<file path="src/nfpa_pkg.sv">
// ----------------------------------------------------------------------------
// nfpa_pkg
// Shared types, field widths and codes of the next-fit page allocator.
// ----------------------------------------------------------------------------
package nfpa_pkg;

  // field widths of the channels
  localparam int CMD_W    = 2;
  localparam int REQ_W    = 24;
  localparam int PAGE_F_W = 12;
  localparam int STATUS_W = 2;
  localparam int HDR_W    = 7;
  localparam int MARK_W   = 2;

  // request plus header, and that sum plus the rounding term
  localparam int TOTAL_W  = 25;
  localparam int NUM_W    = 26;

  localparam logic [HDR_W-1:0] HDR_RESET = 7'd8;

  // defaults of the top level parameters
  localparam int DEF_PAGE_COUNT = 4096;
  localparam int DEF_PAGE_BYTES = 4096;

  // commands
  localparam logic [CMD_W-1:0] CMD_ALLOC = 2'd0;
  localparam logic [CMD_W-1:0] CMD_FREE  = 2'd1;
  localparam logic [CMD_W-1:0] CMD_CLEAR = 2'd2;

  // result status
  localparam logic [STATUS_W-1:0] STATUS_DONE     = 2'd0;
  localparam logic [STATUS_W-1:0] STATUS_FAIL     = 2'd1;
  localparam logic [STATUS_W-1:0] STATUS_NOT_HEAD = 2'd2;

  // page marks
  typedef logic [MARK_W-1:0] mark_t;
  localparam mark_t MARK_FREE = 2'd0;
  localparam mark_t MARK_HEAD = 2'd1;
  localparam mark_t MARK_TAIL = 2'd2;

  // sequencer states
  typedef enum logic [3:0] {
    ST_INIT,
    ST_IDLE,
    ST_DIV,
    ST_SCAN,
    ST_MARK,
    ST_FREE_RD,
    ST_FREE_HEAD,
    ST_FREE_TAIL,
    ST_CLEAR,
    ST_RESP
  } ctrl_state_t;

  // page count unit result
  typedef struct packed {
    logic             done;
    logic [NUM_W-1:0] pages;
  } div_rsp_t;

endpackage

</file>
<file path="src/nfpa_page_div.sv">
// ----------------------------------------------------------------------------
// nfpa_page_div
// Turns a byte total into a page count, rounding up, by multiplying with the
// reciprocal of the page size; registers the rounded total, then the quotient.
// ----------------------------------------------------------------------------
module nfpa_page_div #(
  parameter int PAGE_BYTES = nfpa_pkg::DEF_PAGE_BYTES
) (
  input  logic                           clk,
  input  logic                           rst_n,
  input  logic                           start,
  input  logic [nfpa_pkg::TOTAL_W-1:0]   total,
  output nfpa_pkg::div_rsp_t             rsp
);

  localparam int NUM_W = nfpa_pkg::NUM_W;
  localparam int SHIFT = $clog2(PAGE_BYTES);
  // scaled reciprocal, exact for every numerator of NUM_W bits
  localparam logic [63:0]      SCALE      = 64'd1 << (NUM_W + SHIFT);
  localparam logic [63:0]      RECIP_FULL = (SCALE + 64'(PAGE_BYTES) - 64'd1) /
                                            64'(PAGE_BYTES);
  localparam logic [NUM_W:0]   RECIP      = (NUM_W + 1)'(RECIP_FULL);
  localparam logic [NUM_W-1:0] ROUND_UP   = NUM_W'(PAGE_BYTES - 1);

  logic             busy_r, busy_nxt;
  logic             done_r, done_nxt;
  logic [NUM_W-1:0] num_r, num_nxt;
  logic [NUM_W-1:0] quo_r, quo_nxt;
  logic [2*NUM_W:0] prod;

  // load the rounded total, then take the high bits of the product
  always_comb begin
    prod     = num_r * RECIP;
    busy_nxt = start;
    done_nxt = busy_r;
    num_nxt  = start ? NUM_W'(total) + ROUND_UP : num_r;
    quo_nxt  = busy_r ? NUM_W'(prod[2*NUM_W:NUM_W+SHIFT]) : quo_r;
  end

  // control registers
  always_ff @(posedge clk) begin
    if (!rst_n) begin
      busy_r <= 1'b0;
      done_r <= 1'b0;
    end else begin
      busy_r <= busy_nxt;
      done_r <= done_nxt;
    end
  end

  // datapath registers
  always_ff @(posedge clk) begin
    num_r <= num_nxt;
    quo_r <= quo_nxt;
  end

  assign rsp.done  = done_r;
  assign rsp.pages = quo_r;

endmodule

</file>
<file path="config.mk">
export PLATFORM = sky130hd
export DESIGN_NAME = nfpa_page_div
export DESIGN_NICKNAME = d
export VERILOG_FILES = /design/src/nfpa_pkg.sv /design/src/nfpa_page_div.sv
export SDC_FILE = /design/constraint.sdc
export NUM_CORES = 1
export LEC_CHECK = 0
export BUFFER_PORTS_ARGS = -buffer_cell sky130_fd_sc_hd__clkbuf_2
export CAP_MARGIN = 20
export CELL_PAD_IN_SITES_DETAIL_PLACEMENT = 1
export CELL_PAD_IN_SITES_GLOBAL_PLACEMENT = 2
export CORE_MARGIN = 8
export CORE_UTILIZATION = 29
export CTS_CLUSTER_DIAMETER = 80
export DETAILED_ROUTE_END_ITERATION = 6
export GPL_ROUTABILITY_DRIVEN = 0
export PLACE_DENSITY = 0.76
export SYNTH_ARGS = -nofsm -noshare
export SYNTH_HDL_FRONTEND = slang
export SYNTH_SLANG_ARGS = --single-unit
</file>
<file path="constraint.sdc">
create_clock -name clk -period 1.32 [get_ports clk]
set_input_delay 0 -clock clk [delete_from_list [all_inputs] [get_ports clk]]
set_output_delay 0 -clock clk [all_outputs]
set_load 0.01 [all_outputs]
</file>
* After elaboration in Yosys (flattened, before gate mapping)
Index checks and enable logic that the tools add are counted.
Widths: inputs -> output; s select.
** Storage, ports and cells
- Word-level logic and storage cells :: 5
- Flip-flop bits (word level) :: 42
** Cells by class
- $add $sub $neg :: 1
** Operators by type and width (count)
- $add 25x12->26 const B :: 1

* Logic depth before layout (Yosys ltp)
Gate-level depths: netlist (run 1).
- Depth after elaboration :: 1
- Gate-level depth with buffers :: 5
- Depth with buffers taken out :: 4

* Least setup slack after synthesis (run 1)
OpenSTA, ideal clock, no wires.
- Path kind :: in2reg
- From :: input total[7] in the netlist's numbering
- To :: register num_r[17] (data pin)
- Data arrival time :: 0.775 ns
- Stages on the path :: 4
- Path buffers :: 0
- Path slack :: 0.288 ns
- Cells stage by stage :: nor4_1 > nand3_1 > and4_1 > xor2_1
** On the way
- Cells in the longest elaborated chain, start to end :: 1
** RTL lines
- from (decl) :: RTL line nfpa_page_div.sv:12 : input logic [nfpa_pkg::TOTAL_W-1:0] total,
- $add 25x12->26 :: RTL line nfpa_page_div.sv:36 : num_nxt = start ? NUM_W'(total) + ROUND_UP : num_r;
- to (signal assigned) :: RTL line nfpa_page_div.sv:53 : num_r <= num_nxt;
- to (decl) :: RTL line nfpa_page_div.sv:27 : logic [NUM_W-1:0] num_r, num_nxt;
No other way between the ends.
A chain may end at the register's enable or synchronous reset.

* Final worst setup path (run 1)
- From :: input total[4] in the netlist's numbering
- To :: register num_r[24] (data pin)
Same word-level chain as after synthesis.

==> out/summary.txt, run 1 <==
Outcome - finished, final reports clean
Min Tclk post-route - 991 ps
Post-route cell area - 1590 um2
Worst Reg-to-Reg Cells - 1
Nets - 163
Initial antenna violation count - 0
Number of global-route vias before repair - 903
Total core area - 4290 um2
PD cells - 1250 nW/um2
Largest net degree at the start of global routing - 16
Syn avg cell area - 14.8 um2
H-tree levels - 2
Setup TNS - 0 ps
Clk root buf - clkbuf_8
Critical path peak fanout - 8
Synth Flop Type - edfxtp_1
Met2 Usage GRT - 14.6%
Lkg Pwr - 0.000657 uW
Post-synthesis cell area - 1280 um2
Achievable clock frequency - 1010 MHz
Xor and xnor area share after synthesis - 8.92%
CP startpoint - total[4]
Synth warn - 0
Area post-placement - 1500 um2
Fill cell count - 492
# diodes - 0
Worst reg2reg startpoint - busy_r
Initial Util - 29.7%
Crit Path Category - in -> reg
Grt peak-use layer - met2
Routed Antenna Nets - 0
Die area - 6780 um2
Clk Latency, worst-skew pair - 270 ps
DR pass1 iterations - 4
Adder-cell share of the synthesized area - 0%
CTS tree - built
Post-CTS Setup Bufs - 0
Worst Hold End - num_r[21]
Worst Path Arrival - 1010 ps
PostCTS Resize Cnt - 0
GR Overflow Total - 0
DR DRC count - 0
Final wirelength - 2.69 mm
Crit Reg-Reg Endpoint - quo_r[7]
Simple logic cell fraction of the synthesized area - 12.6%
Hold Path Class - in -> reg
WL per Instance - 14.3 um
Post-synthesis sequential area ratio - 69.0%
Post-synth EDFFs - 28
Overall via count from detail_route - 812
Rows - 24
Reg clk slew, reported paths - 60 ps
Worst setup SP type - primary input
Netlist cell types - 16
Final setup violation count - 0
Main combinational cell family by area after synthesis - simple AND/OR/NAND/NOR gates
Die width - 82.3 um
MaxCap Viol Count - 0
DP HPWL - 2.31 mm
HP Start - total[21]
Max Slew Vio Count - 0
Compound-Gate Fraction of Synth Area - 0%
Worst setup EP type - register
Clk sink count - 30
Hold depth - 2
Period utilization - 75.1%
Final Hold Violating Endpoints - 0
Unrepaired setup endpoints after global routing - no
Synth Register Bits - 30
Share of cells above drive strength 1 - 38.2%
R2R Setup Slk - 490 ps
First-pass GRT wire length - 4.19 mm
CTS buffer count - 5
Initial DRC count - 49
GR Util All Layers - 8.26%
Mux contribution to synthesized area - 0%
Max VDD drop - 0.304 mV
Asr flop ratio synth - 0%
Hold-fix buffers, CTS - 1
Clock Path Buffers - 2
Grt met3 use - 3.46%
Via-per-instance ratio - 4.32
Clk_skew - 4.18 ps
PortBufs - 42
Required time worst endpoint - 1340 ps
Area Overhead vs Synth - 24.6%
M1 GR Usage - 7.78%
Die Ht - 82.3 um
Mapped Cells - 86
Io pins - 55
[how the worst max path moves through the flow]
stage	cells past startpoint	endpoint	slack, ps
detailed placement	6	num_r[24]	30
global placement	5	num_r[17]	100
floorplan	4	num_r[17]	290
CTS	6	num_r[24]	320
finish	6	num_r[24]	330
global route	6	num_r[24]	250
[registers in the layout (all words and copies together), names as in the netlist]
signal / flops
num_r: 14
quo_r: 14
busy_r: 1
done_r: 1
[metal layers]
metal  vias up  part of all wire (%)  wire (um)
met5         -                     0          0
met4         0                   2.6         70
met3         8                    10        281
met2        44                    51       1370
met1       376                    36        972
li1        384                     -          -
[cell usage after synthesis, types with 2 or more instances]
library cell	number	share of area (%)
and2_1	2	0.98
and3_1	5	2.5
and4_1	2	1.4
buf_4	14	8.2
dfxtp_1	2	3.1
edfxtp_1	28	66
nand2_1	5	1.5
nand3_1	6	2.4
nand4_1	2	0.98
nor4_1	3	1.5
xnor2_1	9	6.2
xor2_1	4	2.7
[final cells by class]
cell class,instances,area [um2],share of cell area [%]
Tap cell,52,65.1,4.09
Clock inverter,2,8.76,0.551
Multi-Input combinational cell,52,320,20.1
Clock buffer,6,72.6,4.56
Sequential cell,30,881,55.4
Timing Repair Buffer,46,243,15.3
[critical path, stage by stage]
cell	delay (ps)
clkbuf_2	80
nor4_1	280
nand3_1	220
buf_4	230
nand4_1	120
xnor2_1	80
[per-stage QoR]
stage | power [uW] | instances | hold slack, ps | worst slack, ps | utilization, %
CTS | 2020 | 188 | 52.5 | 317 | 37.0
global placement | 1330 | 179 | 214 | 99.1 | 34.9
global route | 2090 | 188 | 59.1 | 248 | 37.0
floorplan | 1260 | 97 | 112 | 288 | -
finish | 1990 | 188 | 56.2 | 329 | 37.0
detailed placement | 1350 | 179 | 229 | 26.8 | 34.9
[where the power goes]
part           internal (uW)  leakage, uW  switching, uW
clock network            361    0.0000426            300
logic                   76.3     0.000330            106
registers               1130     0.000285           19.1
total                   1560     0.000657            426
[placed cells by master, fill, tap and decap left out, types with 2 or more instances in the layout]
cell type / netlist / routed
clkbuf_2: 0 / 42
edfxtp_1: 28 / 28
conb_1: 1 / 12
xnor2_1: 9 / 9
nand3_1: 6 / 6
and3_1: 5 / 5
nand2_1: 5 / 5
clkbuf_8: 0 / 5
xor2_1: 4 / 4
nor4_1: 3 / 3
buf_4: 14 / 3
and4_1: 2 / 2
nand4_1: 2 / 2
and2_1: 2 / 2
dfxtp_1: 2 / 2
[cell families after synthesis]
kind of cell / count (synthesis)
other: 1
AND/OR/NAND/NOR: 27
buffers and inverters: 15
flip-flops: 30
XOR/XNOR: 13
Note: power is estimated with default switching activity, not from simulation.
==> run 2: changes to the inputs <==
--- a/config.mk
+++ b/config.mk
@@ -10,11 +10,11 @@
 export CELL_PAD_IN_SITES_DETAIL_PLACEMENT = 1
 export CELL_PAD_IN_SITES_GLOBAL_PLACEMENT = 2
 export CORE_MARGIN = 8
-export CORE_UTILIZATION = 29
+export CORE_UTILIZATION = 27
 export CTS_CLUSTER_DIAMETER = 80
 export DETAILED_ROUTE_END_ITERATION = 6
 export GPL_ROUTABILITY_DRIVEN = 0
-export PLACE_DENSITY = 0.76
+export PLACE_DENSITY = 0.75
 export SYNTH_ARGS = -nofsm -noshare
 export SYNTH_HDL_FRONTEND = slang
 export SYNTH_SLANG_ARGS = --single-unit
==> constraint.sdc (replaced) <==
create_clock -name clk -period 0.9 [get_ports clk]
set_input_delay 0 -clock clk [delete_from_list [all_inputs] [get_ports clk]]
set_output_delay 0 -clock clk [all_outputs]
set_load 0.01 [all_outputs]
==> out/summary.txt, run 2 (synthesis gave the netlist of run 1 again) <==
Total core area - 4630 um2 (+7.8%)
Failing checks - setup timing
Achievable clock frequency - 1080 MHz
Clk Latency, worst-skew pair - 270 ps (about the same)
Reg clk slew, reported paths - 60 ps (about the same)
Die Ht - 84.8 um (+2.9%)
Worst setup SP type - primary input
Critical path peak fanout - 6 (-2)
MaxCap Viol Count - 0 (unchanged)
Min Tclk post-route - 922 ps
Overall via count from detail_route - 868 (+6.9%)
Clk_skew - 5.29 ps (+1.11 ps)
Final Hold Violating Endpoints - 0 (unchanged)
Io pins - 55 (unchanged)
DR pass1 iterations - 3 (-1)
GR Overflow Total - 0 (unchanged)
Routed Antenna Nets - 0 (unchanged)
Required time worst endpoint - 930 ps (-410 ps)
CTS tree - built
Hold depth - 2 (unchanged)
Tot Pwr - 3110 uW (+56%)
Worst setup EP type - register
Max VDD drop - 0.492 mV (+62%)
# diodes - 0 (unchanged)
Largest registers - num_r: 14 flops, quo_r: 14 flops
CTS buffer count - 5 (unchanged)
First-pass GRT wire length - 4.90 mm (+17%)
CP max stage delay - 350 ps (+70 ps)
Number of global-route vias before repair - 1048 (+16%)
Setup ws final - -21.8 ps (-351 ps)
Crit Path Category - in -> reg
Clk sink count - 30 (unchanged)
Unrepaired setup endpoints after global routing - yes
Area Overhead vs Synth - 48.6%
DR DRC count - 0 (unchanged)
Worst Reg-to-Reg Cells - 0 (-1)
Worst Path Arrival - 950 ps (-60 ps)
Initial Util - 27.6% (-2.2 points)
Initial antenna violation count - 0 (unchanged)
GR Util All Layers - 8.78% (+0.52 points)
Period utilization - 102%
Final wirelength - 2.98 mm (+11%)
Final setup violation count - 6 (+6)
Die area - 7180 um2 (+5.9%)
Hold Path Class - in -> reg
Rows - 25 (+4.2%)
Outcome - finished with violations
Clock Path Buffers - 2 (unchanged)
Pre-CTS WS - -414 ps (-441 ps)
Largest net degree at the start of global routing - 16 (unchanged)
PortBufs - 42 (unchanged)
Lkg Pwr - 0.000778 uW (+18%)
Max Slew Vio Count - 0 (unchanged)
Worst path slowest cell - nor4_4
Most frequent cells in the layout - clkbuf_2, edfxtp_1, buf_4
H-tree levels - 2 (unchanged)
Share of cells above drive strength 1 - 58.3% (+20 points)
Initial DRC count - 29 (-41%)
Die width - 84.8 um (+2.9%)
Nets - 178 (+9.2%)
Via-per-instance ratio - 4.23 (-2.0%)
DP HPWL - 2.32 mm (+0.50%)
Clk root buf - clkbuf_8
Critical-path cell list - clkbuf_2 -> nor4_4 -> nand3_4 -> and3_4 -> xor2_2
PD cells - 1640 nW/um2 (+31%)
Most common cell after layout, fill and taps aside - clkbuf_2
WL per Instance - 14.5 um (+1.4%)
==> run 2: changes by cell type in the layout (fill, tap and decap cells not counted), sizes merged <==
| cell | previous run | this run |
|---|---|---|
| buf | 3 | 19 |
| clkbuf | 48 | 47 |
| clkinv | 2 | 1 |
| nand3 | 6 | 7 |
==> run 2: path summary, 6_finish.rpt <==
check | start | to | slack, ps
hold / removal | total[21] | num_r[21] | 50
hold reg to reg | num_r[23] | quo_r[11] | 420
setup / recovery | total[4] | num_r[16] | -20
setup reg to reg | busy_r | quo_r[7] | 50
==> run 2: power by group <==
| part | internal [uW] | leakage [uW] | switching, uW | total [uW] |
|---|---|---|---|---|
| Combinational | 165 | 0.000445 | 178 | 343 |
| Clock | 615 | 0.0000482 | 454 | 1070 |
| Sequential | 1650 | 0.000285 | 40.4 | 1690 |
==> run 2: layout make-up <==
class	count	area, um2
Clock buffer	7	86.3
Multi-Input combinational cell	53	492
Sequential cell	30	882
Clock inverter	1	5.00
Timing Repair Buffer	60	364
Tap cell	54	67.6
Fill cell	493	2730
==> run 2: timing repair <==
action,4_1_cts,5_1_grt
endpoints found under the setup margin,6,14
hold buffers,1,0
cloned,1,0
pin swaps,5,11
gates resized for setup,5,17
setup buffers,5,0
hold endpoints to repair,2,0
==> run 2: metal layers <==
| metal | global-route usage (%) | up-vias | routed length (um) |
|---|---|---|---|
| li1 | - | 416 | - |
| met1 | 7.25 | 404 | 980 |
| met2 | 16.5 | 39 | 1640 |
| met3 | 4.68 | 9 | 290 |
| met4 | 4.37 | 0 | 70 |
| met5 | 0 | - | 0 |
==> run 2: worst max-delay path, delay by kind of cell <==
family                    cells  cell delay (ps)
and+or+nand+nor               3              720
xor gates and xnor gates      1              130
buffers and inverters         1              100
==> run 2: per-stage QoR <==
stage          instance area, um2  setup TNS, ps  util, %  std cells  hold slack [ps]
2_1_floorplan                1380           -405        -         97              112
3_3_place_gp                 1630          -3650     35.2        190              224
3_5_place_dp                 1630          -4340     35.2        190              228
4_1_cts                      1810          -25.0     39.0        205             43.9
5_1_grt                      1900           -573     41.0        205             60.7
6_report                     1900          -52.7     41.0        205             54.5
