[config.mk]
export PLATFORM = sky130hd
export DESIGN_NAME = nfpa_ctrl
export DESIGN_NICKNAME = d
export VERILOG_FILES = /design/src/nfpa_pkg.sv /design/src/nfpa_ctrl.sv
export SDC_FILE = /design/constraint.sdc
export NUM_CORES = 1
export LEC_CHECK = 0
export ABC_AREA = 1
export BUFFER_PORTS_ARGS = -buffer_cell sky130_fd_sc_hd__buf_4
export CORE_ASPECT_RATIO = 0.6
export CORE_MARGIN = 1
export CORE_UTILIZATION = 53
export CTS_BUF_LIST = sky130_fd_sc_hd__clkbuf_8
export CTS_CLUSTER_SIZE = 30
export DETAILED_ROUTE_END_ITERATION = 16
export PLACE_DENSITY_LB_ADDON = 0.08
export SLEW_MARGIN = 20
export SYNTH_ARGS = -nofsm -noshare
export SYNTH_HDL_FRONTEND = slang
export SYNTH_SLANG_ARGS = --single-unit
[constraint.sdc]
create_clock -name clk -period 3.6 [get_ports clk]
set_input_delay 0.18 -clock clk [delete_from_list [all_inputs] [get_ports clk]]
set_output_delay 0.18 -clock clk [all_outputs]
set_load 0.005 [all_outputs]
[src/nfpa_pkg.sv]
// ----------------------------------------------------------------------------
// nfpa_pkg
// Shared types, field widths and codes of the next-fit page allocator.
// ----------------------------------------------------------------------------
package nfpa_pkg;

  // field widths of the channels
  localparam int CMD_W    = 2;
  localparam int REQ_W    = 24;
  localparam int PAGE_F_W = 12;
  localparam int STATUS_W = 2;
  localparam int HDR_W    = 7;
  localparam int MARK_W   = 2;

  // request plus header, and that sum plus the rounding term
  localparam int TOTAL_W  = 25;
  localparam int NUM_W    = 26;

  localparam logic [HDR_W-1:0] HDR_RESET = 7'd8;

  // defaults of the top level parameters
  localparam int DEF_PAGE_COUNT = 4096;
  localparam int DEF_PAGE_BYTES = 4096;

  // commands
  localparam logic [CMD_W-1:0] CMD_ALLOC = 2'd0;
  localparam logic [CMD_W-1:0] CMD_FREE  = 2'd1;
  localparam logic [CMD_W-1:0] CMD_CLEAR = 2'd2;

  // result status
  localparam logic [STATUS_W-1:0] STATUS_DONE     = 2'd0;
  localparam logic [STATUS_W-1:0] STATUS_FAIL     = 2'd1;
  localparam logic [STATUS_W-1:0] STATUS_NOT_HEAD = 2'd2;

  // page marks
  typedef logic [MARK_W-1:0] mark_t;
  localparam mark_t MARK_FREE = 2'd0;
  localparam mark_t MARK_HEAD = 2'd1;
  localparam mark_t MARK_TAIL = 2'd2;

  // sequencer states
  typedef enum logic [3:0] {
    ST_INIT,
    ST_IDLE,
    ST_DIV,
    ST_SCAN,
    ST_MARK,
    ST_FREE_RD,
    ST_FREE_HEAD,
    ST_FREE_TAIL,
    ST_CLEAR,
    ST_RESP
  } ctrl_state_t;

  // page count unit result
  typedef struct packed {
    logic             done;
    logic [NUM_W-1:0] pages;
  } div_rsp_t;

endpackage

[src/nfpa_ctrl.sv]
// ----------------------------------------------------------------------------
// nfpa_ctrl
// Sequencer: scans, marks and frees pages in the mark memory, clears it, and
// holds the result register.
// ----------------------------------------------------------------------------
module nfpa_ctrl #(
  parameter int PAGE_COUNT = nfpa_pkg::DEF_PAGE_COUNT,
  parameter int AW         = $clog2(PAGE_COUNT)
) (
  input  logic                            clk,
  input  logic                            rst_n,
  // command transfer
  input  logic                            in_valid,
  output logic                            in_ready,
  input  logic [nfpa_pkg::CMD_W-1:0]      in_cmd,
  input  logic [nfpa_pkg::REQ_W-1:0]      in_request_bytes,
  input  logic [nfpa_pkg::PAGE_F_W-1:0]   in_free_page,
  input  logic [nfpa_pkg::HDR_W-1:0]      header_bytes,
  // result transfer
  output logic                            out_valid,
  input  logic                            out_ready,
  output logic [nfpa_pkg::STATUS_W-1:0]   out_status,
  output logic [nfpa_pkg::PAGE_F_W-1:0]   out_first_page,
  // mark memory
  output logic                            mem_we,
  output logic [AW-1:0]                   mem_waddr,
  output nfpa_pkg::mark_t                 mem_wdata,
  output logic [AW-1:0]                   mem_raddr,
  input  nfpa_pkg::mark_t                 mem_rdata,
  // page count unit
  output logic                            div_start,
  output logic [nfpa_pkg::TOTAL_W-1:0]    div_total,
  input  nfpa_pkg::div_rsp_t              div_rsp
);

  localparam int CNT_W = $clog2(PAGE_COUNT + 1);
  localparam logic [AW-1:0]    LAST_IDX = AW'(PAGE_COUNT - 1);
  localparam logic [CNT_W-1:0] CNT_FULL = CNT_W'(PAGE_COUNT);
  localparam logic [CNT_W-1:0] CNT_LAST = CNT_W'(PAGE_COUNT - 1);

  nfpa_pkg::ctrl_state_t state_r, state_nxt;

  logic [AW-1:0]                  ptr_r, ptr_nxt;
  logic [AW-1:0]                  search_r, search_nxt;
  logic [AW-1:0]                  issue_idx_r, issue_idx_nxt;
  logic [CNT_W-1:0]               issue_cnt_r, issue_cnt_nxt;
  logic                           b_valid_r, b_valid_nxt;
  logic                           b_last_r, b_last_nxt;
  logic [AW-1:0]                  b_idx_r, b_idx_nxt;
  logic [CNT_W-1:0]               run_cnt_r, run_cnt_nxt;
  logic [AW-1:0]                  run_start_r, run_start_nxt;
  logic [CNT_W-1:0]               pages_r, pages_nxt;
  logic [CNT_W-1:0]               mark_cnt_r, mark_cnt_nxt;
  logic [nfpa_pkg::STATUS_W-1:0]  res_status_r, res_status_nxt;
  logic [nfpa_pkg::PAGE_F_W-1:0]  res_start_r, res_start_nxt;
  logic                           out_valid_r, out_valid_nxt;
  logic [nfpa_pkg::STATUS_W-1:0]  out_status_r, out_status_nxt;
  logic [nfpa_pkg::PAGE_F_W-1:0]  out_start_r, out_start_nxt;

  logic                           accept;
  logic                           free_in_range;
  logic                           pages_bad;
  logic                           out_free;
  logic [CNT_W-1:0]               run_cnt_eff;
  logic [CNT_W-1:0]               run_cnt_inc;
  logic [AW-1:0]                  run_base;
  logic                           scan_found;
  logic                           scan_fail;
  logic [CNT_W:0]                 run_end;
  logic                           ptr_at_last;

  // shared decode
  always_comb begin
    accept        = (state_r == nfpa_pkg::ST_IDLE) && in_valid;
    free_in_range = (32'(in_free_page) < 32'(PAGE_COUNT));
    pages_bad     = (div_rsp.pages == '0) ||
                    (div_rsp.pages > nfpa_pkg::NUM_W'(PAGE_COUNT));
    out_free      = !out_valid_r || out_ready;
    ptr_at_last   = (ptr_r == LAST_IDX);
    // run counting on the mark that arrives from memory; a run restarts at page 0
    run_cnt_eff   = (b_idx_r == '0) ? '0 : run_cnt_r;
    run_cnt_inc   = run_cnt_eff + 1'b1;
    run_base      = (run_cnt_eff == '0) ? b_idx_r : run_start_r;
    scan_found    = b_valid_r && (mem_rdata == nfpa_pkg::MARK_FREE) &&
                    (run_cnt_inc == pages_r);
    scan_fail     = b_valid_r && b_last_r && !scan_found;
    run_end       = (CNT_W + 1)'(run_base) + (CNT_W + 1)'(pages_r);
  end

  // next state
  always_comb begin
    state_nxt = state_r;
    case (state_r)
      nfpa_pkg::ST_INIT: begin
        if (ptr_at_last) state_nxt = nfpa_pkg::ST_IDLE;
      end
      nfpa_pkg::ST_IDLE: begin
        if (in_valid) begin
          case (in_cmd)
            nfpa_pkg::CMD_ALLOC: state_nxt = nfpa_pkg::ST_DIV;
            nfpa_pkg::CMD_FREE:
              state_nxt = free_in_range ? nfpa_pkg::ST_FREE_RD : nfpa_pkg::ST_RESP;
            nfpa_pkg::CMD_CLEAR: state_nxt = nfpa_pkg::ST_CLEAR;
            default:             state_nxt = nfpa_pkg::ST_RESP;
          endcase
        end
      end
      nfpa_pkg::ST_DIV: begin
        if (div_rsp.done) state_nxt = pages_bad ? nfpa_pkg::ST_RESP : nfpa_pkg::ST_SCAN;
      end
      nfpa_pkg::ST_SCAN: begin
        if (scan_found) begin
          state_nxt = nfpa_pkg::ST_MARK;
        end else if (scan_fail) begin
          state_nxt = nfpa_pkg::ST_RESP;
        end
      end
      nfpa_pkg::ST_MARK: begin
        if (mark_cnt_r == pages_r - 1'b1) state_nxt = nfpa_pkg::ST_RESP;
      end
      nfpa_pkg::ST_FREE_RD: state_nxt = nfpa_pkg::ST_FREE_HEAD;
      nfpa_pkg::ST_FREE_HEAD: begin
        if (mem_rdata != nfpa_pkg::MARK_HEAD || ptr_at_last) begin
          state_nxt = nfpa_pkg::ST_RESP;
        end else begin
          state_nxt = nfpa_pkg::ST_FREE_TAIL;
        end
      end
      nfpa_pkg::ST_FREE_TAIL: begin
        if (mem_rdata != nfpa_pkg::MARK_TAIL || ptr_at_last) state_nxt = nfpa_pkg::ST_RESP;
      end
      nfpa_pkg::ST_CLEAR: begin
        if (ptr_at_last) state_nxt = nfpa_pkg::ST_RESP;
      end
      nfpa_pkg::ST_RESP: begin
        if (out_free) state_nxt = nfpa_pkg::ST_IDLE;
      end
      default: state_nxt = nfpa_pkg::ST_INIT;
    endcase
  end

  // memory, page count unit and handshake outputs
  always_comb begin
    in_ready  = (state_r == nfpa_pkg::ST_IDLE);
    div_start = accept && (in_cmd == nfpa_pkg::CMD_ALLOC);
    div_total = nfpa_pkg::TOTAL_W'(in_request_bytes) + nfpa_pkg::TOTAL_W'(header_bytes);
    mem_we    = 1'b0;
    mem_waddr = ptr_r;
    mem_wdata = nfpa_pkg::MARK_FREE;
    mem_raddr = ptr_r;
    case (state_r)
      nfpa_pkg::ST_INIT, nfpa_pkg::ST_CLEAR: begin
        mem_we = 1'b1;
      end
      nfpa_pkg::ST_SCAN: begin
        mem_raddr = issue_idx_r;
      end
      nfpa_pkg::ST_MARK: begin
        mem_we    = 1'b1;
        mem_wdata = (mark_cnt_r == '0) ? nfpa_pkg::MARK_HEAD : nfpa_pkg::MARK_TAIL;
      end
      nfpa_pkg::ST_FREE_HEAD: begin
        mem_we    = (mem_rdata == nfpa_pkg::MARK_HEAD);
        mem_raddr = ptr_r + 1'b1;
      end
      nfpa_pkg::ST_FREE_TAIL: begin
        mem_we    = (mem_rdata == nfpa_pkg::MARK_TAIL);
        mem_raddr = ptr_r + 1'b1;
      end
      default: begin
        mem_we = 1'b0;
      end
    endcase
  end

  // datapath next values
  always_comb begin
    ptr_nxt        = ptr_r;
    search_nxt     = search_r;
    issue_idx_nxt  = issue_idx_r;
    issue_cnt_nxt  = issue_cnt_r;
    b_valid_nxt    = 1'b0;
    b_last_nxt     = b_last_r;
    b_idx_nxt      = b_idx_r;
    run_cnt_nxt    = run_cnt_r;
    run_start_nxt  = run_start_r;
    pages_nxt      = pages_r;
    mark_cnt_nxt   = mark_cnt_r;
    res_status_nxt = res_status_r;
    res_start_nxt  = res_start_r;
    out_valid_nxt  = out_valid_r && !out_ready;
    out_status_nxt = out_status_r;
    out_start_nxt  = out_start_r;
    case (state_r)
      nfpa_pkg::ST_INIT: begin
        ptr_nxt = ptr_r + 1'b1;
      end
      nfpa_pkg::ST_IDLE: begin
        if (accept) begin
          res_status_nxt = nfpa_pkg::STATUS_DONE;
          res_start_nxt  = '0;
          ptr_nxt        = '0;
          if (in_cmd == nfpa_pkg::CMD_FREE) begin
            ptr_nxt = AW'(in_free_page);
            if (!free_in_range) res_status_nxt = nfpa_pkg::STATUS_NOT_HEAD;
          end
        end
      end
      nfpa_pkg::ST_DIV: begin
        if (div_rsp.done) begin
          if (pages_bad) res_status_nxt = nfpa_pkg::STATUS_FAIL;
          pages_nxt     = CNT_W'(div_rsp.pages);
          issue_idx_nxt = search_r;
          issue_cnt_nxt = '0;
          run_cnt_nxt   = '0;
        end
      end
      nfpa_pkg::ST_SCAN: begin
        // issue one read a cycle until every page has been visited
        if (issue_cnt_r != CNT_FULL) begin
          b_valid_nxt   = 1'b1;
          b_idx_nxt     = issue_idx_r;
          b_last_nxt    = (issue_cnt_r == CNT_LAST);
          issue_idx_nxt = (issue_idx_r == LAST_IDX) ? '0 : issue_idx_r + 1'b1;
          issue_cnt_nxt = issue_cnt_r + 1'b1;
        end
        // evaluate the mark returned for the previous read
        if (b_valid_r) begin
          if (mem_rdata == nfpa_pkg::MARK_FREE) begin
            run_cnt_nxt   = run_cnt_inc;
            run_start_nxt = run_base;
          end else begin
            run_cnt_nxt = '0;
          end
        end
        if (scan_found) begin
          b_valid_nxt   = 1'b0;
          ptr_nxt       = run_base;
          mark_cnt_nxt  = '0;
          res_start_nxt = nfpa_pkg::PAGE_F_W'(run_base);
          search_nxt    = (run_end == (CNT_W + 1)'(PAGE_COUNT)) ? '0 : AW'(run_end);
        end else if (scan_fail) begin
          b_valid_nxt    = 1'b0;
          res_status_nxt = nfpa_pkg::STATUS_FAIL;
        end
      end
      nfpa_pkg::ST_MARK: begin
        ptr_nxt      = ptr_r + 1'b1;
        mark_cnt_nxt = mark_cnt_r + 1'b1;
      end
      nfpa_pkg::ST_FREE_HEAD: begin
        if (mem_rdata != nfpa_pkg::MARK_HEAD) begin
          res_status_nxt = nfpa_pkg::STATUS_NOT_HEAD;
        end else if (!ptr_at_last) begin
          ptr_nxt = ptr_r + 1'b1;
        end
      end
      nfpa_pkg::ST_FREE_TAIL: begin
        if (mem_rdata == nfpa_pkg::MARK_TAIL && !ptr_at_last) ptr_nxt = ptr_r + 1'b1;
      end
      nfpa_pkg::ST_CLEAR: begin
        ptr_nxt    = ptr_r + 1'b1;
        search_nxt = '0;
      end
      nfpa_pkg::ST_RESP: begin
        if (out_free) begin
          out_valid_nxt  = 1'b1;
          out_status_nxt = res_status_r;
          out_start_nxt  = res_start_r;
        end
      end
      default: begin
        ptr_nxt = ptr_r;
      end
    endcase
  end

  // control registers
  always_ff @(posedge clk) begin
    if (!rst_n) begin
      state_r     <= nfpa_pkg::ST_INIT;
      ptr_r       <= '0;
      search_r    <= '0;
      b_valid_r   <= 1'b0;
      out_valid_r <= 1'b0;
    end else begin
      state_r     <= state_nxt;
      ptr_r       <= ptr_nxt;
      search_r    <= search_nxt;
      b_valid_r   <= b_valid_nxt;
      out_valid_r <= out_valid_nxt;
    end
  end

  // datapath registers
  always_ff @(posedge clk) begin
    issue_idx_r  <= issue_idx_nxt;
    issue_cnt_r  <= issue_cnt_nxt;
    b_last_r     <= b_last_nxt;
    b_idx_r      <= b_idx_nxt;
    run_cnt_r    <= run_cnt_nxt;
    run_start_r  <= run_start_nxt;
    pages_r      <= pages_nxt;
    mark_cnt_r   <= mark_cnt_nxt;
    res_status_r <= res_status_nxt;
    res_start_r  <= res_start_nxt;
    out_status_r <= out_status_nxt;
    out_start_r  <= out_start_nxt;
  end

  assign out_valid      = out_valid_r;
  assign out_status     = out_status_r;
  assign out_first_page = out_start_r;

endmodule

* Yosys cells after proc, flatten, opt, wreduce, memory -nomap -nowiden
Index checks and enable logic that the tools add are counted.
** Storage, ports and cells
- Flip-flop bits (word level) :: 147
- Output and inout port bits :: 69
- Logic and storage cells :: 166
** Cells by class
- Add/sub/neg operators :: 8
- Order comparisons :: 1
- Eq/ne operators :: 41
- Muxes and demuxes :: 53
- Bitwise gates (word level) :: 2
- Reductions and logical operators :: 44
** Operator list (count)
- 12-bit 2-to-1 mux :: 13
- 12-bit case mux with 2 select lines :: 4
- 13-bit 2-to-1 mux :: 6
- 13-bit case mux with 2 select lines :: 3
- 12-bit case mux with 5 select lines :: 1
- 4-bit 2-to-1 mux :: 11
- 4-bit case mux with 10 select lines :: 1
- 13-bit by 1-bit adder with 13-bit output (second input constant) :: 3
- 2-bit != test (second input constant) :: 18
- 13-bit == test :: 2
- 26-bit by 13-bit greater-than comparator with 1-bit output (second input constant) :: 1
- 13-bit zero test :: 2
- 26-bit zero test :: 1
- 24-bit by 7-bit adder with 25-bit output :: 1
- 12-bit by 1-bit adder with 12-bit output (second input constant) :: 2
- 12-bit == test (second input constant) :: 2
- 4-bit by 3-bit == test with 1-bit output (second input constant) :: 4
- 2-bit 2-to-1 mux :: 8
- 12-bit by 13-bit adder with 14-bit output :: 1
- 14-bit by 13-bit == test with 1-bit output (second input constant) :: 1
- 13-bit by 12-bit == test with 1-bit output (second input constant) :: 1
- 13-bit != test (second input constant) :: 1
- 13-bit by 1-bit subtractor with 13-bit output (second input constant) :: 1
- 12-bit zero test :: 1
- other kinds (28) :: 60

* Logic depth before layout (Yosys ltp)
Gate-level depths: netlist of run 1.
- Word-level depth :: 10
- Depth in mapped cells :: 27
- Depth with buffers taken out :: 26

* Worst setup path after synthesis of run 1
OpenSTA, ideal clock, no wires.
- Path type :: reg-to-reg
- Start point :: register b_idx_r[11]
- End point :: register search_r[11]
- Data arrival time :: 3.466 ns
- Required time :: 3.468 ns
- Slack :: 0.001 ns
- Stages on the path, launching flop included :: 27
- Buffers on the path :: 1
- Clock period less this slack :: 3.599 ns
- Cells stage by stage :: edfxtp_1 -> nor2_1 -> nand2_1 -> nor2_2 -> nand2_4 -> buf_2 -> nand2_1 -> ha_1 -> nand3_1 -> nor2_1 -> nand2_2 -> or2_2 -> nand2_1 -> inv_1 -> ha_1 -> nand3_1 -> nand2_1 -> nand2_1 -> nand2_1 -> a21oi_1 -> o21ai_0 -> a31oi_1 -> or2_2 -> nand2_1 -> or2_2 -> nand3_1 -> a21oi_1
** Between the ends
- Cells in the longest elaborated chain, start to end :: 9
- Elaborated cells on any way between the ends :: 14
- Classes of those cells :: add/sub (2); eq/ne (3); mux (5); reduce/logical (4)
** RTL lines
- start, declared :: RTL line nfpa_ctrl.sv:49 : logic [AW-1:0] b_idx_r, b_idx_nxt;
- start signal, assigned :: RTL line nfpa_ctrl.sv:300 : b_idx_r <= b_idx_nxt;
- 12-bit zero test (*) :: RTL line nfpa_ctrl.sv:81 : run_cnt_eff = (b_idx_r == '0) ? '0 : run_cnt_r;
- 13-bit 2-to-1 mux (*) :: RTL line nfpa_ctrl.sv:81
- 13-bit zero test (*) :: RTL line nfpa_ctrl.sv:83 : run_base = (run_cnt_eff == '0) ? b_idx_r : run_start_r;
- 12-bit 2-to-1 mux (*) :: RTL line nfpa_ctrl.sv:83
- net run_base[1] :: RTL line nfpa_ctrl.sv:66 : logic [AW-1:0] run_base;
- 12-bit by 13-bit adder with 14-bit output (*) :: RTL line nfpa_ctrl.sv:87 : run_end = (CNT_W + 1)'(run_base) + (CNT_W + 1)'(pages_r);
- 14-bit by 13-bit == test with 1-bit output :: RTL line nfpa_ctrl.sv:241 : search_nxt = (run_end == (CNT_W + 1)'(PAGE_COUNT)) ? '0 : AW'(run_end);
- 12-bit 2-to-1 mux (*) :: RTL line nfpa_ctrl.sv:241
- 12-bit 2-to-1 mux (*) :: RTL line nfpa_ctrl.sv:236 : if (scan_found) begin
- 12-bit case mux with 2 select lines (*) :: RTL line nfpa_ctrl.sv:194 : case (state_r)
- end signal, assigned :: RTL line nfpa_ctrl.sv:289 : search_r <= search_nxt;
- end, declared :: RTL line nfpa_ctrl.sv:44 : logic [AW-1:0] search_r, search_nxt;
Mark *: on every way through the listed nets, which the timed path passes. The rest lies on a longest branch. The select of a mux whose other input is x is not followed.
A chain may end at the register's enable or synchronous reset.

* Worst setup path after layout of run 1
- Start point :: register b_idx_r[0]
- End point :: register search_r[8]
** Between the ends
- Cells in the longest elaborated chain, start to end :: 9
- Elaborated cells on any way between the ends :: 14
- Classes of those cells :: add/sub (2); eq/ne (3); mux (5); reduce/logical (4)
** RTL lines (RTL line)
- 12-bit zero test :: nfpa_ctrl.sv:81
- 13-bit 2-to-1 mux :: nfpa_ctrl.sv:81
- 13-bit zero test :: nfpa_ctrl.sv:83
- 12-bit 2-to-1 mux (*) :: nfpa_ctrl.sv:83
- net run_base[0] :: nfpa_ctrl.sv:66
- 12-bit by 13-bit adder with 14-bit output (*) :: nfpa_ctrl.sv:87
- 14-bit by 13-bit == test with 1-bit output :: nfpa_ctrl.sv:241
- 12-bit 2-to-1 mux (*) :: nfpa_ctrl.sv:241
- 12-bit 2-to-1 mux (*) :: nfpa_ctrl.sv:236
- 12-bit case mux with 2 select lines (*) :: nfpa_ctrl.sv:194
Marked as above.

==> impl_metrics.json, run 1 <==
{
  "status": "completed",
  "synth_edf_count": 117,
  "grt_max_degree": 33,
  "setup_slack_ps": 49.65,
  "min_path_type": "input port to flop",
  "synth_top_area_share": 0.3873,
  "antenna_found_initial": 0,
  "slowest_stage": "edfxtp_1",
  "firstDrtPassIters": 6,
  "worstPathMaxFanout": 8,
  "num_vias": 8834,
  "synth-simple-area-share": 0.2774,
  "wl_per_cell_um": 17.39,
  "synth_flop_cell": "edfxtp_1",
  "timing.final.crit_share": 0.9862,
  "ios": 147,
  "synth_fp_nets": 1238,
  "crit_family": "simple AND/OR/NAND/NOR gates",
  "synth_xor_area_frac": 0.05503,
  "die_y_um": 103.3,
  "synth_common_cells": "243 x nand2_1, 145 x inv_1, 142 x nor2_1",
  "cts_sinks": 147,
  "yosys_warnings": 0,
  "drtIter0Drc": 981,
  "max_stage_delay_ps": 410,
  "maxSlewHeadroom": 0.4727,
  "gp_congestion": 0.9888,
  "slew_viol_final": 0,
  "syn_inst": 1129,
  "ys_seq_elements": 147,
  "num_rows": 36,
  "vias_per_cell": 5.539,
  "critPathLaunchType": "flop",
  "synth.area.mux_share": 0.004414,
  "async_flop_share": 0,
  "start_util": 0.5502,
  "avgSynthCellArea_um2": 8.035,
  "period_needed_ps": 3550,
  "arrival_ps": 3940,
  "syn2layout_area_growth_pct": 29.19,
  "clk-insertion-delay-late_ps": 470,
  "setup_viol": 0,
  "nets": 1463,
  "post-route-drc-count": 0,
  "antennaDiodeCount": 0,
  "synth_fa_ha_area_frac": 0.04441,
  "critPathKind": "flop to flop",
  "powerDensity_mw_per_mm2": 424.1,
  "p_leak_nw": 5.292,
  "dp_hpwl_mm": 20.89,
  "die_w_um": 170.9,
  "pre_cts_ws_ps": -122.8,
  "cp_cell_sequence": "nor2_2 -> nand2_1 -> nor2_4 -> nand2_4 -> buf_12 -> nand2_4 -> nand4_1 -> nor2_1 -> nand2_2 -> or2_4 -> o21ai_2 -> inv_2 -> ha_4 -> inv_2 -> fa_2 -> o21ai_2 -> a21oi_2 -> inv_1 -> a21o_1 -> a31oi_4 -> buf_6 -> xnor2_2 -> nand2_1 -> a21oi_2",
  "grt_pass1_vias": 7657,
  "fmax_mhz": 281.7,
  "clk_path_buf_depth": 2,
  "cts.htree.levels": 4,
  "final_antenna_net_count": 0,
  "synth.most_common_cell": "nand2_1",
  "synth_top_family_by_area": "simple AND/OR/NAND/NOR gates",
  "synth_compound_area_frac": 0.08993,
  "overflow": 0,
  "netlist_area_mm2": 0.009071,
  "numCtsBuffers": 17,
  "skew_ps": 14.79,
  "routed_wl_mm": 27.74,
  "ys_seq_area_frac": 0.4535,
  "synth_top_area_cell": "edfxtp_1",
  "crit_required_ps": 3990,
  "dieArea_mm2": 0.01766,
  "track_usage": 0.3112,
  "numPortBuffers": 146,
  "cts.clk_slew.worst_paths_ps": 90,
  "drive_gt1_frac": 0.2473,
  "finish.utilization": 0.7108,
  "end_kind": "flop",
  "grt_first_pass_wirelength_mm": 40.64,
  "max-cap-violations": 0,
  "hold_violations": 0,
  "num-fill-cells": 1241,
  "fp.coreArea_mm2": 0.01649,
  "cts_tree": "built",
  "yosysUniqueCellTypes": 45,
  "worstMarginPinSlew_ps": 790.1,
  "vdd_drop_max_mv": 0.2958,
  "rsz0062_at_grt": "true",
  "ys_top_cells_by_area": "edfxtp_1 39%, nand2_1 10%, dfxtp_1 6.6%, inv_1 6.0%, nor2_1 5.9%",
  "root_buffer": "clkbuf_8",
  "crit_buf_inv": 5
}
area by class of cell:
cell class	count	area, um^2	share of cell area
well taps	228	285.3	0.02434
repair buffers	224	1757	0.1499
multi-input cells	807	4586	0.3913
clock buffers	17	234.0	0.01997
inverters	157	596.8	0.05093
clock inverters	15	146.4	0.01249
flip-flops and latches	147	4114	0.3511
registers in the layout (all words and copies together) (netlist names), 2 cells and up:
signal and count:
out_status 2, run_start_r 12, pages_r 13, search_r 12, b_idx_r 12, issue_cnt_r 13
run_cnt_r 13, res_status_r 2, state_r 4, issue_idx_r 12, res_start_r 12, mem_waddr 12
out_first_page 12, mark_cnt_r 13
routing by layer:
| layer | GRT usage | vias up | routed length [um] |
|---|---|---|---|
| met3 | 0.09170 | 48 | 3612 |
| met4 | 0.08104 | 0 | 425 |
| li1 | - | 4225 | - |
| met5 | 0 | - | 0 |
| met2 | 0.4615 | 532 | 11400 |
| met1 | 0.4451 | 4029 | 12300 |
where the power goes:
| group | switching, mW | internal (mW) |
|---|---|---|
| combinational | 0.818 | 0.613 |
| sequential | 0.211 | 2.05 |
| clock | 0.712 | 0.564 |
per-stage QoR:
stage	area (um^2)	std cells	setup TNS (ps)	power, mW	hold WS (ps)
final	11720	1595	0	4.970	27.81
after CTS	11500	1591	-15.47	4.888	9.315
after global routing	11720	1595	-627.0	5.207	14.50
after detailed placement	10730	1531	-232.0	3.582	369.6
after floorplan	9071	1129	0	3.001	278.9
after global placement	10730	1531	-79.03	3.565	366.5
logic make-up (layout without fill, tap and decap cells):
kind of cell	count (synthesis)	after routing
flops	147	147
fa+ha+maj	31	31
mux	4	4
xor+xnor	57	57
simple gates	574	574
compound gates	141	141
buf+inv	175	413
cells in the final DEF (no fill, tap or decap), drive strengths merged, types with 18 or more instances in the layout:
master  Yosys  layout
nand2     248     248
buf         7     210
inv       154     163
nor2      149     149
edfxtp    117     117
nand3      94      94
a21oi      53      53
o21ai      49      49
xor2       40      40
dfxtp      30      30
ha         29      29
nor3       26      26
nand4      18      18
path summary, 6_finish.rpt:
| path | from | slack [ps] | endpoint | cells after the start |
|---|---|---|---|---|
| setup reg to reg | b_idx_r[0]$_DFFE_PP_ | 50 | search_r[8]$_SDFFE_PN0P_ | 24 |
| hold reg to reg | res_start_r[6]$_SDFFCE_PN0P_ | 420 | out_first_page[6]$_DFFE_PP_ | 0 |
| hold / removal | rst_n | 30 | state_r[3]$_SDFFE_PN0P_ | 3 |
| setup / recovery | b_idx_r[0]$_DFFE_PP_ | 50 | search_r[8]$_SDFFE_PN0P_ | 24 |
tightest hold or removal path, delay by kind of cell:
family | cells | cell delay (ps)
buffers and inverters | 1 | 170
AND/OR/NAND/NOR | 2 | 110
repair_timing:
action | in CTS | in global routing
resized for setup | 38 | 48
pin swaps | 24 | 29
endpoints found under the setup margin | 3 | 50
setup buffers | 13 | 6
hold endpoints to repair | 14 | 0
cloned | 1 | 0
hold buffers | 14 | 0
Note: power is estimated with default switching activity, not from simulation.
==> inputs of run 2 (changes only) <==
CORE_MARGIN = 10   (was 1)
CORE_UTILIZATION = 59   (was 53)
MAX_ROUTING_LAYER = met4   (was not set)
clock period = 3.75 ns   (was 3.6 ns; I/O delays follow)
==> impl_metrics.json, run 2 (same netlist as run 1, synthesis figures left out) <==
{
  "cts_sinks": 147,
  "cp-startpoint": "b_idx_r[3]$_DFFE_PP_",
  "hold_violations": 0,
  "worstPathMaxFanout": 6,
  "drive_gt1_frac": 0.2271,
  "setup_viol": 4,
  "arrival_ps": 4140,
  "most-common-layout-cells": "235 x nand2_1, 183 x buf_4, 143 x inv_1",
  "cts.htree.levels": 4,
  "fmax_mhz": 261.4,
  "grtUsageMet1": 0.3918,
  "multiInputGateArea_mm2": 0.004586,
  "worstReg2RegStart": "b_idx_r[3]$_DFFE_PP_",
  "max-cap-violations": 0,
  "final_antenna_net_count": 0,
  "syn2layout_area_growth_pct": 26.47,
  "grt_pass1_vias": 8077,
  "rsz0062_at_grt": "true",
  "status": "finished with violations",
  "skew_ps": 15.32,
  "violations": "negative setup slack",
  "antennaDiodeCount": 0,
  "crit_required_ps": 4070,
  "setup_slack_ps": -75.83,
  "worstMarginPinSlew_ps": 735.1,
  "grtUsageMet3": 0.08437,
  "placed_cells": 1483,
  "antenna_found_initial": 0,
  "critPathLaunchType": "flop",
  "wl_per_cell_um": 19.25,
  "place_area_mm2": 0.01054,
  "top_usage_layer": "met1",
  "timing.final.crit_share": 1.020,
  "gp_congestion": 0.9718,
  "postLayoutCellArea_mm2": 0.01147,
  "die_w_um": 180.1,
  "stdcell_count": 1541,
  "worstHoldStart": "rst_n",
  "end_kind": "flop",
  "slew_viol_final": 0,
  "numPortBuffers": 146,
  "dieArea_mm2": 0.02090,
  "met2_usage": 0.3780,
  "numCtsBuffers": 17,
  "total_power_mw": 4.839,
  "num-fill-cells": 1035,
  "clk_path_buf_depth": 2,
  "track_usage": 0.2768,
  "p_leak_nw": 5.180,
  "ios": 147,
  "root_buffer": "clkbuf_8",
  "drtIter0Drc": 1099,
  "maxSlewHeadroom": 0.5099,
  "vias_per_cell": 5.748,
  "period_needed_ps": 3826,
  "post-route-drc-count": 0,
  "critPathKind": "flop to flop",
  "cts.clk_slew.worst_paths_ps": 80,
  "clk-insertion-delay-late_ps": 460,
  "powerDensity_mw_per_mm2": 421.8,
  "min_path_type": "input port to flop",
  "cts_tree": "built",
  "vdd_drop_max_mv": 0.3671,
  "grt_max_degree": 31,
  "num_rows": 34,
  "die_y_um": 116.0,
  "num_vias": 8857,
  "regArea_mm2": 0.004114,
  "dp_hpwl_mm": 22.59,
  "start_util": 0.6145,
  "finish.utilization": 0.7772,
  "nets": 1439,
  "fp.coreArea_mm2": 0.01476,
  "firstDrtPassIters": 6,
  "routed_wl_mm": 29.67,
  "overflow": 0,
  "mostFrequentLayoutCell": "nand2_1",
  "grt_first_pass_wirelength_mm": 44.48
}
[run 2: final timing paths]
path                                 endpoint  slack, ps  cells after the start
setup / recovery    search_r[10]$_SDFFE_PN0P_        -80                     23
hold / removal        state_r[3]$_SDFFE_PN0P_         60                      3
setup reg to reg    search_r[10]$_SDFFE_PN0P_        -80                     23
hold reg to reg   out_first_page[6]$_DFFE_PP_        420                      0
[run 2: power by group]
group / switching (mW) / total, mW / internal (mW)
logic: 0.809 / 1.37 / 0.565
registers: 0.199 / 2.17 / 1.97
clock network: 0.686 / 1.30 / 0.610
total: 1.69 / 4.84 / 3.14
[run 2: timing repair]
| action | in CTS | in global routing |
|---|---|---|
| buffers inserted | 3 | 8 |
| hold endpoints to repair | 13 | 0 |
| cloned | 2 | 0 |
| pin swaps | 7 | 26 |
| endpoints found under the setup margin | 3 | 9 |
| gates resized for setup | 7 | 60 |
| hold buffers | 13 | 0 |
[run 2: stage by stage]
step                      hold slack (ps)  setup WS, ps  setup TNS, ps
after floorplan                     286.4         151.4              0
after global placement              375.7        -2.532         -2.532
after detailed placement            374.4        -74.19         -121.0
after CTS                           37.26         9.695              0
after global routing                49.30        -273.5          -2573
final                               55.36        -75.83         -195.0
[run 2: cell type report]
class / count / share of cell area
timing repair buffer: 198 / 0.1331
clock inverter: 15 / 0.01494
clock buffer: 17 / 0.02039
multi-input combinational: 809 / 0.3997
tap: 198 / 0.02159
inverter: 157 / 0.05170
sequential: 147 / 0.3586
[run 2: critical path, stage by stage (launching register included)]
cell	delay [ps]
edfxtp_1	410
nor2_1	190
nand2_2	120
nor2_4	230
nand2_4	150
nand2_4	120
ha_4	150
nand3_4	90
nor2_4	140
nand2_4	110
buf_4	160
mux2i_1	130
inv_1	120
ha_4	260
a21oi_2	180
o21ai_4	90
a21oi_2	160
inv_1	60
a21o_1	210
a31oi_4	160
o21ai_2	90
or2_4	230
nand3_2	70
a21oi_1	60
[run 2: metal layers]
layer  share of wire  routed length [um]
met5               0                   0
met4           0.015                 456
met3            0.13                3798
met2            0.41               12040
met1            0.45               13380
==> inputs of run 3 (changes only) <==
CELL_PAD_IN_SITES_DETAIL_PLACEMENT = 1   (was not set)
CELL_PAD_IN_SITES_GLOBAL_PLACEMENT = 1   (was not set)
CORE_UTILIZATION = 44   (was 59)
==> impl_metrics.json, run 3 (same netlist as run 1, synthesis figures left out) <==
{
  "grt_first_pass_wirelength_mm": 50.69,
  "num_rows": 40,
  "hold_ws_ps": 49.39,
  "reg2reg_slack_ps": -30,
  "power.share.clock": 0.261,
  "maxSlewHeadroom": 0.5002,
  "gp_congestion": 0.9620,
  "vias_per_cell": 5.500,
  "critPathKind": "flop to flop",
  "mostFrequentLayoutCell": "nand2_1",
  "worstMarginPinSlew_ps": 739.3,
  "period_needed_ps": 3777,
  "cts.htree.levels": 4,
  "crit_required_ps": 4110,
  "swShare": 0.3515,
  "max-cap-violations": 0,
  "grt_pass1_vias": 8818,
  "num_vias": 8921,
  "num-fill-cells": 2449,
  "routed_wl_mm": 33.74,
  "nets": 1445,
  "ios": 147,
  "hold_violations": 0,
  "setup_viol": 1,
  "worstPathMaxFanout": 7,
  "post-route-drc-count": 0,
  "numCtsBuffers": 17,
  "power_frac_comb": 0.291,
  "syn2layout_area_growth_pct": 27.92,
  "p_leak_nw": 5.205,
  "cts.clk_slew.worst_paths_ps": 90,
  "regArea_mm2": 0.004114,
  "die_y_um": 131.2,
  "end_kind": "flop",
  "status": "finished with violations",
  "die_w_um": 205.4,
  "r2r_cells": 23,
  "multiInputGateArea_mm2": 0.004556,
  "antennaDiodeCount": 0,
  "wl_per_cell_um": 20.80,
  "min_path_type": "input port to flop",
  "p_switching_mw": 1.706,
  "firstDrtPassIters": 5,
  "p_int_mw": 3.147,
  "cts_sinks": 147,
  "cts_tree": "built",
  "skew_ps": 26.53,
  "root_buffer": "clkbuf_8",
  "fmax_mhz": 264.8,
  "dp_hpwl_mm": 26.56,
  "pre_cts_ws_ps": -155.7,
  "clk-insertion-delay-late_ps": 490,
  "pwr-share-seq": 0.448,
  "drive_gt1_frac": 0.2291,
  "whs_path_depth": 3,
  "arrival_ps": 4140,
  "rsz0062_at_grt": "true",
  "fp.coreArea_mm2": 0.02012,
  "postLayoutCellArea_mm2": 0.01160,
  "dieArea_mm2": 0.02695,
  "r2r-end": "search_r[10]$_SDFFE_PN0P_",
  "violations": "negative setup slack",
  "worstHoldStart": "rst_n",
  "slew_viol_final": 0,
  "timing.final.crit_share": 1.007,
  "placed_cells": 1558,
  "total_power_mw": 4.853,
  "clk_path_buf_depth": 2,
  "critPathLaunchType": "flop",
  "holdPathEnd": "state_r[3]$_SDFFE_PN0P_",
  "grt_max_degree": 27,
  "final_antenna_net_count": 0,
  "vdd_drop_max_mv": 0.3177,
  "most-common-layout-cells": "229 x nand2_1, 188 x buf_4, 142 x inv_1",
  "worstReg2RegStart": "b_idx_r[2]$_DFFE_PP_",
  "overflow": 0,
  "track_usage": 0.2488,
  "powerDensity_mw_per_mm2": 418.3,
  "start_util": 0.4509,
  "antenna_found_initial": 0,
  "stdcell_count": 1622,
  "drtIter0Drc": 725,
  "place_area_mm2": 0.01065,
  "setup_slack_ps": -26.85,
  "numPortBuffers": 146
}
## run 3: cell types whose count changed in the layout (fill, tap and decap cells not counted), sizes merged, moves of 2 or more
cell      before  now
buf          185  191
clkinv         5    8
clkbuf        17   19
nand2        250  248
clkinvlp       3    0
## run 3: repair_timing
item | 4_1_cts | 5_1_grt
endpoints found under the hold margin | 14 | 0
setup endpoints to repair | 4 | 6
hold buffers | 14 | 0
cloned | 0 | 1
buffers inserted | 7 | 10
pin swaps | 9 | 26
gates resized for setup | 17 | 54
## run 3: final cells by class
| cell class | count | share of cell area |
|---|---|---|
| Clock buffer | 18 | 0.02135 |
| Clock inverter | 14 | 0.01175 |
| Inverter | 157 | 0.05079 |
| Multi-Input combinational cell | 807 | 0.3926 |
| Sequential cell | 147 | 0.3545 |
| Tap cell | 273 | 0.02944 |
| Timing Repair Buffer | 206 | 0.1395 |
## run 3: per-stage QoR
stage | TNS (ps) | util
detailed placement | -272.7 | 0.5292
CTS | -39.60 | 0.5609
floorplan | 0 | -
global placement | 0 | 0.5292
global route | -965.0 | 0.5767
finish | -26.85 | 0.5767
## run 3: critical path, stage by stage, from the launching register on
cell,delay (ps)
edfxtp_1,430
nor2_1,130
nand2_1,100
nor2_4,130
nand2_4,110
buf_12,170
nand2_4,80
nand4_1,120
nor2_1,140
nand2_2,160
buf_6,160
mux2i_1,190
inv_1,120
ha_4,250
a21oi_4,190
o21ai_4,90
a21oi_2,130
inv_1,50
a21o_1,220
a31oi_4,220
o21ai_2,90
or2_4,230
nand3_2,70
a21oi_1,50
## run 3: power by group through the flow
stage / clock network [mW] / logic (mW) / registers [mW]
finish: 1.26 / 1.41 / 2.18
floorplan: 0 / 0.757 / 2.12
global placement: 0 / 1.29 / 2.18
global route: 1.35 / 1.56 / 2.20
detailed placement: 0 / 1.33 / 2.19
CTS: 1.28 / 1.36 / 2.16
## run 3: worst max path at each step
stage	slack, ps	end	from	depth (start not counted)
finish	-30	search_r[10]$_SDFFE_PN0P_	b_idx_r[2]$_DFFE_PP_	23
global route	-220	search_r[8]$_SDFFE_PN0P_	b_idx_r[9]$_DFFE_PP_	23
CTS	-40	search_r[10]$_SDFFE_PN0P_	b_idx_r[2]$_DFFE_PP_	24
detailed placement	-160	search_r[10]$_SDFFE_PN0P_	b_idx_r[2]$_DFFE_PP_	24
global placement	60	search_r[10]$_SDFFE_PN0P_	b_idx_r[3]$_DFFE_PP_	24
floorplan	150	search_r[11]$_SDFFE_PN0P_	b_idx_r[11]$_DFFE_PP_	26
## run 3: routing by layer
layer	up-vias	share of wire	GRT usage
met3	29	0.090	0.05940
li1	4192	-	-
met1	4344	0.49	0.3670
met5	-	0	-
met2	356	0.41	0.3355
met4	0	0.011	0.04961
